**config.mk**
```make
export PLATFORM = sky130hd
export DESIGN_NAME = ecg_beat_rate_detector
export DESIGN_NICKNAME = d
export VERILOG_FILES = /design/src/design/ecgbr_pkg.sv /design/src/design/ecgbr_front.sv /design/src/design/ecgbr_queue.sv /design/src/design/ecgbr_back.sv /design/src/design/ecg_beat_rate_detector.sv
export SDC_FILE = /design/constraint.sdc
export NUM_CORES = 1
export LEC_CHECK = 0
export ABC_AREA = 1
export BUFFER_PORTS_ARGS = -buffer_cell sky130_fd_sc_hd__buf_2
export CORE_AREA = 3 3 176 178
export CTS_CLUSTER_DIAMETER = 50
export DETAILED_ROUTE_END_ITERATION = 10
export DIE_AREA = 0 0 179 181
export GPL_TIMING_DRIVEN = 0
export PLACE_DENSITY = 0.77
export SLEW_MARGIN = 20
export SYNTH_ARGS = -nofsm -noshare
export SYNTH_HDL_FRONTEND = slang
export SYNTH_HIERARCHICAL = 1
export SYNTH_SLANG_ARGS = --single-unit
```
**constraint.sdc**
```tcl
create_clock -name clk -period 3.5 [get_ports clk]
set_input_delay 0.35 -clock clk [delete_from_list [all_inputs] [get_ports clk]]
set_output_delay 0.35 -clock clk [all_outputs]
set_load 0.01 [all_outputs]
```
**src/design/ecgbr_pkg.sv**
```systemverilog
// Types and constants of the ECG beat rate detector.
// No dependencies; imported by every module of the block.
package ecgbr_pkg;

    typedef struct packed {
        logic [11:0] sample;
        logic [31:0] time_ms;
    } sample_item_t;

    typedef struct packed {
        logic        accepted;
        logic [15:0] beats_per_minute;
    } result_item_t;

    // Work handed from the classifier to the rate divider.
    typedef struct packed {
        logic        accepted;
        logic        zero_rate;
        logic [15:0] divisor;
    } rate_job_t;

    typedef enum logic [1:0] {
        REG_UPPER   = 2'd0,
        REG_LOWER   = 2'd1,
        REG_LATENCY = 2'd2
    } cfg_reg_t;

    localparam logic [15:0] MS_PER_MINUTE = 16'd60000;
    localparam logic [15:0] LATENCY_RESET = 16'd20;
    localparam int          DIV_STEPS     = 16;

endpackage

```
**src/design/ecgbr_front.sv**
```systemverilog
// Front end: configuration registers, latency gate and beat hysteresis.
// Depends on ecgbr_pkg; pushes one rate job per sample transaction, rejected ones included.
module ecgbr_front
    import ecgbr_pkg::*;
(
    input  logic         clk,
    input  logic         rst_n,
    input  logic         wr_en,
    input  logic [1:0]   wr_index,
    input  logic [15:0]  wr_data,
    input  logic         sample_valid,
    output logic         sample_stall,
    input  sample_item_t sample_item,
    input  logic         queue_full,
    output logic         push,
    output rate_job_t    push_job
);

    logic [11:0] upper_reg;
    logic [11:0] lower_reg;
    logic [15:0] latency_reg;
    logic [31:0] last_accept_reg;
    logic        in_beat_reg;
    logic        first_seen_reg;
    logic [31:0] prev_beat_reg;
    logic [31:0] interval_reg;

    logic [31:0] gap;
    logic        pass;
    logic        beat_start;
    logic        below_lower;
    logic [31:0] interval_next;
    logic        in_beat_next;

    always_comb
    begin
        gap           = sample_item.time_ms - last_accept_reg;
        pass          = gap > {16'd0, latency_reg};
        beat_start    = pass && (sample_item.sample > upper_reg) && !in_beat_reg;
        below_lower   = sample_item.sample < lower_reg;
        interval_next = interval_reg;
        if (beat_start && first_seen_reg)
        begin
            interval_next = sample_item.time_ms - prev_beat_reg;
        end
        // Leading edge first, then re-arm on the same sample.
        in_beat_next = in_beat_reg;
        if (pass)
        begin
            in_beat_next = (in_beat_reg || beat_start) && !below_lower;
        end
    end

    assign sample_stall = queue_full;
    assign push         = sample_valid && !queue_full;

    always_comb
    begin
        push_job.accepted  = pass;
        push_job.zero_rate = !pass || (interval_next == 32'd0)
                             || (interval_next[31:16] != 16'd0);
        push_job.divisor   = interval_next[15:0];
    end

    always_ff @(posedge clk or negedge rst_n)
    begin
        if (!rst_n)
        begin
            upper_reg       <= '0;
            lower_reg       <= '0;
            latency_reg     <= LATENCY_RESET;
            last_accept_reg <= '0;
            in_beat_reg     <= 1'b0;
            first_seen_reg  <= 1'b0;
            prev_beat_reg   <= '0;
            interval_reg    <= '0;
        end
        else
        begin
            if (wr_en)
            begin
                unique case (wr_index)
                    REG_UPPER:   upper_reg   <= wr_data[11:0];
                    REG_LOWER:   lower_reg   <= wr_data[11:0];
                    REG_LATENCY: latency_reg <= wr_data;
                    default:     ;
                endcase
            end
            if (push && pass)
            begin
                last_accept_reg <= sample_item.time_ms;
                in_beat_reg     <= in_beat_next;
                interval_reg    <= interval_next;
                if (beat_start)
                begin
                    first_seen_reg <= 1'b1;
                    prev_beat_reg  <= sample_item.time_ms;
                end
            end
        end
    end

endmodule

```
**src/design/ecgbr_queue.sv**
```systemverilog
// Short job queue between the classifier and the rate divider.
// Depends on ecgbr_pkg for the job type.
module ecgbr_queue
    import ecgbr_pkg::*;
#(
    parameter int DEPTH = 2
)
(
    input  logic      clk,
    input  logic      rst_n,
    input  logic      push,
    input  rate_job_t push_job,
    output logic      full,
    input  logic      pop,
    output rate_job_t pop_job,
    output logic      empty
);

    localparam int PTR_W = (DEPTH > 1) ? $clog2(DEPTH) : 1;
    localparam int CNT_W = $clog2(DEPTH + 1);
    localparam logic [PTR_W-1:0] LAST_PTR = PTR_W'(DEPTH - 1);
    localparam logic [CNT_W-1:0] FULL_CNT = CNT_W'(DEPTH);

    rate_job_t        slot_reg [DEPTH];
    logic [PTR_W-1:0] wr_ptr_reg;
    logic [PTR_W-1:0] rd_ptr_reg;
    logic [CNT_W-1:0] count_reg;

    assign full    = count_reg == FULL_CNT;
    assign empty   = count_reg == '0;
    assign pop_job = slot_reg[rd_ptr_reg];

    always_ff @(posedge clk)
    begin
        if (push && !full)
        begin
            slot_reg[wr_ptr_reg] <= push_job;
        end
    end

    always_ff @(posedge clk or negedge rst_n)
    begin
        if (!rst_n)
        begin
            wr_ptr_reg <= '0;
            rd_ptr_reg <= '0;
            count_reg  <= '0;
        end
        else
        begin
            if (push && !full)
            begin
                wr_ptr_reg <= (wr_ptr_reg == LAST_PTR) ? '0 : wr_ptr_reg + 1'b1;
            end
            if (pop && !empty)
            begin
                rd_ptr_reg <= (rd_ptr_reg == LAST_PTR) ? '0 : rd_ptr_reg + 1'b1;
            end
            if ((push && !full) && !(pop && !empty))
            begin
                count_reg <= count_reg + 1'b1;
            end
            else if (!(push && !full) && (pop && !empty))
            begin
                count_reg <= count_reg - 1'b1;
            end
        end
    end

endmodule

```
**src/design/ecgbr_back.sv**
```systemverilog
// Back end: bit-serial divider for 60000 / interval and the result register.
// Depends on ecgbr_pkg; drains rate jobs from the queue one at a time.
module ecgbr_back
    import ecgbr_pkg::*;
(
    input  logic         clk,
    input  logic         rst_n,
    input  logic         empty,
    input  rate_job_t    pop_job,
    output logic         pop,
    output logic         result_valid,
    input  logic         result_stall,
    output result_item_t result_item
);

    typedef enum logic [1:0] {
        S_IDLE,
        S_DIV,
        S_DONE
    } state_t;

    localparam logic [3:0] LAST_STEP = 4'(DIV_STEPS - 1);

    state_t       state_reg;
    logic [15:0]  quo_reg;
    logic [15:0]  rem_reg;
    logic [15:0]  divisor_reg;
    logic [3:0]   step_reg;
    logic         acc_reg;
    logic         result_valid_reg;
    result_item_t result_item_reg;

    logic [16:0]  trial;
    logic [16:0]  diff;
    logic         fits;
    logic         out_free;

    always_comb
    begin
        trial = {rem_reg, quo_reg[15]};
        diff  = trial - {1'b0, divisor_reg};
        fits  = trial >= {1'b0, divisor_reg};
    end

    assign out_free     = !result_valid_reg || !result_stall;
    assign pop          = (state_reg == S_IDLE) && !empty;
    assign result_valid = result_valid_reg;
    assign result_item  = result_item_reg;

    always_ff @(posedge clk or negedge rst_n)
    begin
        if (!rst_n)
        begin
            state_reg        <= S_IDLE;
            result_valid_reg <= 1'b0;
            result_item_reg  <= '0;
            quo_reg          <= '0;
            rem_reg          <= '0;
            divisor_reg      <= '0;
            step_reg         <= '0;
            acc_reg          <= 1'b0;
        end
        else
        begin
            // Load a new result, or drop the old one once the transaction completes.
            if ((state_reg == S_DONE) && out_free)
            begin
                result_valid_reg <= 1'b1;
            end
            else if (result_valid_reg && !result_stall)
            begin
                result_valid_reg <= 1'b0;
            end
            unique case (state_reg)
                S_IDLE:
                begin
                    if (!empty)
                    begin
                        acc_reg     <= pop_job.accepted;
                        rem_reg     <= '0;
                        divisor_reg <= pop_job.divisor;
                        step_reg    <= LAST_STEP;
                        if (pop_job.zero_rate)
                        begin
                            quo_reg   <= '0;
                            state_reg <= S_DONE;
                        end
                        else
                        begin
                            quo_reg   <= MS_PER_MINUTE;
                            state_reg <= S_DIV;
                        end
                    end
                end
                S_DIV:
                begin
                    // Shift one dividend bit in, quotient bit out.
                    rem_reg  <= fits ? diff[15:0] : trial[15:0];
                    quo_reg  <= {quo_reg[14:0], fits};
                    step_reg <= step_reg - 1'b1;
                    if (step_reg == '0)
                    begin
                        state_reg <= S_DONE;
                    end
                end
                S_DONE:
                begin
                    if (out_free)
                    begin
                        result_item_reg.accepted         <= acc_reg;
                        result_item_reg.beats_per_minute <= quo_reg;
                        state_reg                        <= S_IDLE;
                    end
                end
                default:
                begin
                    state_reg <= S_IDLE;
                end
            endcase
        end
    end

endmodule

```
**src/design/ecg_beat_rate_detector.sv**
```systemverilog
// Channel   | Direction | Handshake                   | Payload
// sample    | in        | sample_valid / sample_stall | sample_item_t (sample, time_ms)
// result    | out       | result_valid / result_stall | result_item_t (accepted, bpm)
// config    | in        | wr_en                       | wr_index, wr_data
//
// The front end classifies each sample combinationally and takes it while the job queue has room.
// The back end handles one job at a time (queue pop, 16 divider steps, output load);
// rejected samples and zero rates skip the divider. It pops no new job until the
// last one's result is loaded, so the divider sets the sustained rate.
// Reset clears all control state at once; there is no clearing pass.
// A stalled result holds the back end; the queue then fills and raises sample_stall.
module ecg_beat_rate_detector
    import ecgbr_pkg::*;
#(
    parameter int QUEUE_DEPTH = 2
)
(
    input  logic         clk,
    input  logic         rst_n,
    input  logic         wr_en,
    input  logic [1:0]   wr_index,
    input  logic [15:0]  wr_data,
    input  logic         sample_valid,
    output logic         sample_stall,
    input  sample_item_t sample_item,
    output logic         result_valid,
    input  logic         result_stall,
    output result_item_t result_item
);

    logic      push;
    rate_job_t push_job;
    logic      queue_full;
    logic      pop;
    rate_job_t pop_job;
    logic      queue_empty;

    ecgbr_front u_front (
        .clk          (clk),
        .rst_n        (rst_n),
        .wr_en        (wr_en),
        .wr_index     (wr_index),
        .wr_data      (wr_data),
        .sample_valid (sample_valid),
        .sample_stall (sample_stall),
        .sample_item  (sample_item),
        .queue_full   (queue_full),
        .push         (push),
        .push_job     (push_job)
    );

    ecgbr_queue #(
        .DEPTH (QUEUE_DEPTH)
    ) u_queue (
        .clk      (clk),
        .rst_n    (rst_n),
        .push     (push),
        .push_job (push_job),
        .full     (queue_full),
        .pop      (pop),
        .pop_job  (pop_job),
        .empty    (queue_empty)
    );

    ecgbr_back u_back (
        .clk          (clk),
        .rst_n        (rst_n),
        .empty        (queue_empty),
        .pop_job      (pop_job),
        .pop          (pop),
        .result_valid (result_valid),
        .result_stall (result_stall),
        .result_item  (result_item)
    );

endmodule

```
==> run_results.csv, run 1 <==
group,metric,value,unit
yosys,syn_avg_cell_area,7.19,sq um
sta,post-route-period-util,1.27,
yosys,synth_edf_count,36,
place,port_buffers,85,
finish,final_area,20500,sq um
place,place_congestion,0.951,
sta,skew,21.7,ps
routing,dr.first_iter.drc_count,1156,
finish,final_cells,2917,
sta,max_freq,0.225,GHz
sta,period_needed,4450,ps
sta,setup_ws,-951,ps
place,place_area,17800,sq um
pwr,powerDensity,934,nW/um^2
finish,insertedDiodeCount,0,
global_route,busiest_layer,"met2",
floorplanning,core_area,29600,sq um
place,place_hpwl,33100,um
floorplanning,initial_core_util,0.565,
yosys,async_flop_share,0.857,
pwr,ir_worst_vdd,0.000488,V
status,status,"finished, violations left",
routing,ant_nets,0,
routing,vias,15728,
setup_path,crit_type,"reg2reg",
setup_path,worstSetupEndpointType,"flop",
setup_path,required,3840,ps
global_route,grt_antenna_before_repair,1,
yosys,netlist_area,16700,sq um
pwr,clkPwrFrac,0.181,
finish,final_common_cell,"nand2_1",
hold_path,hp-class,"in2reg",
finish,drive_gt1_frac,0.173,
routing,avgRoutedWirePerCell,16.0,um
setup_path,critical-path-max-stage-delay,380,ps
global_route,track_usage,0.277,
sta,hold_ws,98.3,ps
floorplanning,rows,63,
sta,hold_viol_final,0,
clock_network,root_buffer,"clkbuf_16",
setup_path,reg2reg_slack,-950,ps
run,drv_cap,0,
clock_network,clk_pin_slew_worst_paths,60,ps
yosys,syn_nets,2511,
global_route,grt_util_met2,0.490,
clock_network,cts_tree,"done",
hold_path,hold_depth,3,
floorplanning,die_h,181,um
pwr,p_int,10.5,mW
hold_path,hp-start,"wr_data[12]",
finish,final_nets,2690,
sta,rsz0062_at_grt,"yes",
routing,drt_pre_antenna_iters,5,
setup_path,path_max_fanout,8,
pwr,comb_power_share,0.575,
routing,routed_wl,46700,um
setup_path,r2r_cells,30,
sta,slew_violations,0,
global_route,met3_usage,0.0345,
floorplanning,die_w,179,um
global_route,grt_pass1_wl,73600,um
setup_path,crit_slowest_cell,"dfrtp_1",
yosys,yosys_most_used_dff,"dfrtp_1",
global_route,grt_pass1_vias,15258,
yosys,yosysWarnings,6,
global_route,grt_use_met1,0.356,
pwr,switchingPower,8.64,mW
yosys,seq_area_frac_synth,0.387,
finish,final_util,0.694,
setup_path,reg2reg_to,"u_queue/slot_reg[0][16]",
clock_network,htreeDepth,2,
setup_path,crit_path_frequent_cell,"nand2_1",
finish,largest_register_ffs,36,
routing,drc,0,
floorplanning,fp.dieArea,32400,sq um
yosys,synth_cells,2322,
global_route,overflow,0,
hold_path,min_to,"u_front/latency_reg[12]",
floorplanning,ios,86,
pwr,p_sw_frac,0.451,
sta,setup_viol,134,
status,violations,"negative setup slack",
sta,worstMarginPinSlew,1020,ps
pwr,p_seq_frac,0.244,
clock_network,cts_buffers,34,
place,place_ws,-1060,ps
finish,area_growth,22.8,%
finish,final_cell_mix,"712 x nand2_1, 369 x inv_1, 213 x dfrtp_1, 137 x o21ai_0, 132 x nor2_1",
place,dp.cells,2799,
routing,viasPerCell,5.39,
global_route,grt_start_max_net_pins,81,
pwr,leakagePower,10.7,nW
yosys,ys_ff_latch,251,
setup_path,arrival,4790,ps
clock_network,clk_latency,510,ps
setup_path,r2r-start,"u_front/last_accept_reg[4]",
clock_network,cts_buffer_depth,3,
sta,slew-limit-headroom,0.315,
clock_network,clkSinkCount,251,
yosys,synth_cell_types,53,
setup_path,cp-start-kind,"flop",
==> per-layer routing <==
| metal | routed length [um] | up-vias |
|---|---|---|
| li1 | - | 7707 |
| met1 | 19400 | 7445 |
| met2 | 23000 | 452 |
| met3 | 2500 | 122 |
| met4 | 1820 | 2 |
| met5 | 20 | - |
==> critical path, delay by kind of cell, from the launching register on <==
kind / cells / cell delay [ps]
AOI/OAI and AO/OA: 1 / 230
xor gates and xnor gates: 1 / 160
adders and majority gates: 2 / 550
buffers and inverters: 5 / 650
DFF: 1 / 380
and+or+nand+nor: 21 / 2270
==> area by class of cell <==
| cell class | instances | area (sq um) |
|---|---|---|
| Clock buffer | 43 | 937 |
| Timing Repair Buffer | 146 | 1180 |
| Sequential cell | 251 | 6460 |
| Tap cell | 390 | 488 |
| Multi-Input combinational cell | 1602 | 9070 |
| Clock inverter | 19 | 214 |
| Buffer | 70 | 662 |
| Inverter | 396 | 1490 |
| Fill cell | 2335 | 9050 |
==> timing repair <==
action | CTS | global route
buffers inserted | 23 | 31
hold endpoints to repair | 76 | 0
gates cloned | 5 | 3
pin swaps | 24 | 41
hold buffers | 1 | 0
setup endpoints to repair | 134 | 134
gates resized for setup | 107 | 165
==> cells in the mapped netlist (2+ instances only) <==
cell | count | area share
xnor2_1 | 17 | 0.0089
clkinv_1 | 2 | 0.00045
inv_2 | 19 | 0.0043
edfxtp_1 | 36 | 0.065
nor3_2 | 2 | 0.0012
buf_6 | 7 | 0.0047
nor2_4 | 3 | 0.0020
o21a_1 | 8 | 0.0036
inv_1 | 375 | 0.084
nand3_2 | 2 | 0.0012
a21boi_0 | 2 | 0.00090
a31oi_1 | 19 | 0.0071
xor2_1 | 32 | 0.017
a211oi_1 | 2 | 0.00090
fa_1 | 3 | 0.0036
o21ai_0 | 163 | 0.049
a21o_1 | 3 | 0.0013
buf_1 | 4 | 0.00090
nand4_1 | 19 | 0.0071
or2_2 | 2 | 0.00075
o21ai_1 | 22 | 0.0066
and2_1 | 2 | 0.00075
o221ai_1 | 9 | 0.0047
nand2_1 | 757 | 0.17
nand3_1 | 106 | 0.032
buf_4 | 21 | 0.0094
o22ai_1 | 8 | 0.0030
nor3_1 | 12 | 0.0036
dfstp_2 | 2 | 0.0031
dfrtp_1 | 213 | 0.32
nand3b_1 | 20 | 0.0090
buf_2 | 16 | 0.0048
o21bai_1 | 4 | 0.0018
ha_1 | 119 | 0.089
nand2_4 | 2 | 0.0013
a21oi_1 | 91 | 0.027
nor2_2 | 9 | 0.0034
nand2_2 | 4 | 0.0015
nor2_1 | 148 | 0.033
clkbuf_1 | 24 | 0.0054
==> through the flow <==
step	TNS, ps	power [mW]
5_1_grt	-86200	20.7
2_1_floorplan	-67.1	11.6
3_5_place_dp	-94510	13.9
6_report	-60080	19.1
3_3_place_gp	-410750	13.6
4_1_cts	-45900	18.1
==> power groups by stage <==
stage,Sequential [mW],Combinational (mW),Clock [mW]
5_1_grt,4.79,12.3,3.66
4_1_cts,4.63,9.92,3.51
3_5_place_dp,4.66,9.22,0
2_1_floorplan,4.58,6.99,0
6_report,4.67,11.0,3.47
3_3_place_gp,4.63,8.96,0
==> worst max path at each step <==
stage	startpoint	to	slack (ps)	cells past startpoint
5_1_grt	u_front/last_accept_reg[4]	u_queue/slot_reg[0][16]	-1160	30
2_1_floorplan	u_front/last_accept_reg[0]	u_queue/slot_reg[0][16]	-30	31
3_3_place_gp	rst_n	u_front/last_accept_reg[30]	-1530	1
4_1_cts	u_front/last_accept_reg[0]	u_queue/slot_reg[0][16]	-780	29
3_5_place_dp	sample_item[12]	u_queue/slot_reg[0][16]	-1060	31
6_report	u_front/last_accept_reg[4]	u_queue/slot_reg[0][16]	-950	30
==> logic make-up after synthesis <==
kind of cell / after synthesis / share of synthesized area
compound gates: 336 / 0.109
xor+xnor: 49 / 0.0257
fa+ha+maj: 122 / 0.0928
buf+inv: 469 / 0.115
flops: 251 / 0.387
simple gates: 1095 / 0.271
No activity file was read; power rests on OpenSTA's default activity.
==> run 2, diff against run 1 <==
--- a/config.mk
+++ b/config.mk
@@ -13,6 +13,7 @@
 export DIE_AREA = 0 0 179 181
 export GPL_TIMING_DRIVEN = 0
 export PLACE_DENSITY = 0.77
+export SKIP_LAST_GASP = 1
 export SLEW_MARGIN = 20
 export SYNTH_ARGS = -nofsm -noshare
 export SYNTH_HDL_FRONTEND = slang
==> run_results.csv, run 2 (synthesized netlist as in run 1, its figures left out) <==
group,metric,value,unit
floorplanning,die_w,179,um
routing,ant_nets,0,
place,port_buffers,85,
routing,vias,15744,
finish,nFillCells,2338,
finish,area_growth,22.6,%
sta,worstMarginPinSlew,1170,ps
sta,slew_violations,0,
finish,drive_gt1_frac,0.168,
setup_path,worstSetupEndpointType,"flop",
setup_path,critical-path-max-stage-delay,390,ps
status,violations,"negative setup slack",
finish,final_nets,2689,
finish,insertedDiodeCount,0,
run,drv_cap,0,
floorplanning,rows,63,
pwr,powerDensity,934,nW/um^2
sta,setup_ws,-966,ps
setup_path,r2r-start,"u_front/last_accept_reg[4]",
sta,slew-limit-headroom,0.214,
sta,period_needed,4470,ps
global_route,overflow,0,
routing,routed_wl,46800,um
setup_path,cp-start-kind,"flop",
sta,setup_viol,134,
setup_path,crit_slowest_cell,"dfrtp_1",
routing,viasPerCell,5.40,
sta,rsz0062_at_grt,"yes",
pwr,leakagePower,10.7,nW
sta,hold_viol_final,0,
sta,skew,24.7,ps
finish,final_cell_mix,"718 x nand2_1, 369 x inv_1, 213 x dfrtp_1, 145 x o21ai_0, 130 x nor2_1",
setup_path,r2r_cells,30,
setup_path,crit_start,"u_front/last_accept_reg[4]",
floorplanning,fp.dieArea,32400,sq um
routing,avgRoutedWirePerCell,16.1,um
routing,drt_pre_antenna_iters,6,
hold_path,hp-class,"in2reg",
clock_network,clk_pin_slew_worst_paths,60,ps
clock_network,root_buffer,"clkbuf_16",
global_route,grt_pass1_vias,15284,
clock_network,clk_latency,520,ps
clock_network,cts_buffers,34,
setup_path,reg2reg_slack,-970,ps
finish,final_common_cell,"nand2_1",
setup_path,required,3700,ps
place,place_congestion,0.951,
clock_network,htreeDepth,2,
place,place_ws,-1060,ps
floorplanning,ios,86,
sta,post-route-period-util,1.28,
setup_path,reg2reg_to,"u_queue/slot_reg[0][16]",
floorplanning,core_area,29600,sq um
setup_path,crit_path_frequent_cell,"nand2_1",
routing,dr.first_iter.drc_count,1232,
setup_path,crit_type,"reg2reg",
clock_network,cts_tree,"done",
setup_path,arrival,4670,ps
sta,max_freq,0.224,GHz
global_route,track_usage,0.277,
floorplanning,die_h,181,um
global_route,grt_pass1_wl,73600,um
sta,setup_tns,-64350,ps
setup_path,path_max_fanout,5,
global_route,grt_antenna_before_repair,1,
status,status,"finished, violations left",
pwr,ir_worst_vdd,0.000489,V
clock_network,cts_buffer_depth,3,
place,place_hpwl,33100,um
floorplanning,initial_core_util,0.565,
routing,drc,0,
clock_network,clkSinkCount,251,
global_route,grt_start_max_net_pins,81,
finish,largest_register_ffs,36,
setup_path,crit_end,"u_queue/slot_reg[0][16]",
==> run 2: cell types whose count changed in the layout (fill, tap and decap cells not counted), sizes merged <==
cell	before	now
clkbuf	64	63
==> run 2: power by group <==
part           leakage, nW  internal, mW  total [mW]  switching [mW]
clock network        0.566          2.10        3.46            1.37
logic                 7.13          4.27        11.0            6.71
registers             3.00          4.12        4.68           0.558
==> run 2: layout make-up <==
type                            instances  area (sq um)  area share
Buffer                                 71           669      0.0327
Clock buffer                           43           937      0.0458
Clock inverter                         19           214      0.0105
Inverter                              396          1490      0.0729
Multi-Input combinational cell       1602          9060       0.443
Sequential cell                       251          6460       0.316
Tap cell                              390           488      0.0238
Timing Repair Buffer                  144          1140      0.0558
==> run 2: worst min path at each step <==
stage / start / to / slack, ps / cells after the start
6_report: wr_data[12] / u_front/latency_reg[12] / 100 / 3
5_1_grt: result_stall / u_back/result_valid / 100 / 3
3_5_place_dp: rst_n / u_front/lower_reg[7] / 390 / 1
2_1_floorplan: rst_n / u_back/acc_reg / 50 / 0
4_1_cts: result_stall / u_back/result_valid / 80 / 3
3_3_place_gp: u_front/first_seen_reg / u_front/first_seen_reg / 440 / 2
==> run 2: layer usage <==
metal,part of all wire,up-vias,routed length [um],global-route usage
met2,0.49,470,23200,0.490
li1,-,7695,-,-
met4,0.038,2,1800,0.0817
met5,0.00043,-,20,0
met3,0.056,115,2620,0.0359
met1,0.41,7462,19200,0.353
==> run 2: critical path, delay by kind of cell, from the launching register on <==
kind,cells,cell delay [ps]
flip-flops,1,390
XOR/XNOR,1,160
AND/OR/NAND/NOR,22,2290
AO/OA/AOI/OAI,1,230
buffers and inverters,4,500
adder cells (fa/ha/maj),2,560
==> run 2: what timing repair did <==
item	in CTS	in global routing
hold endpoints to repair	76	0
setup buffers	23	30
pin swaps	19	47
setup endpoints to repair	134	134
gates cloned	5	2
hold buffers	1	0
gates resized for setup	91	165
==> run 2: metrics by stage <==
stage	util	cells	total power [mW]	instance area (sq um)	hold WS [ps]
after floorplan	-	2322	11.6	16800	54.4
after global placement	0.599	2797	13.6	17700	444
after detailed placement	0.601	2799	13.9	17800	388
after CTS	0.662	2890	18.0	19600	84.9
after global routing	0.692	2916	20.7	20500	96.2
final	0.692	2916	19.1	20500	99.5
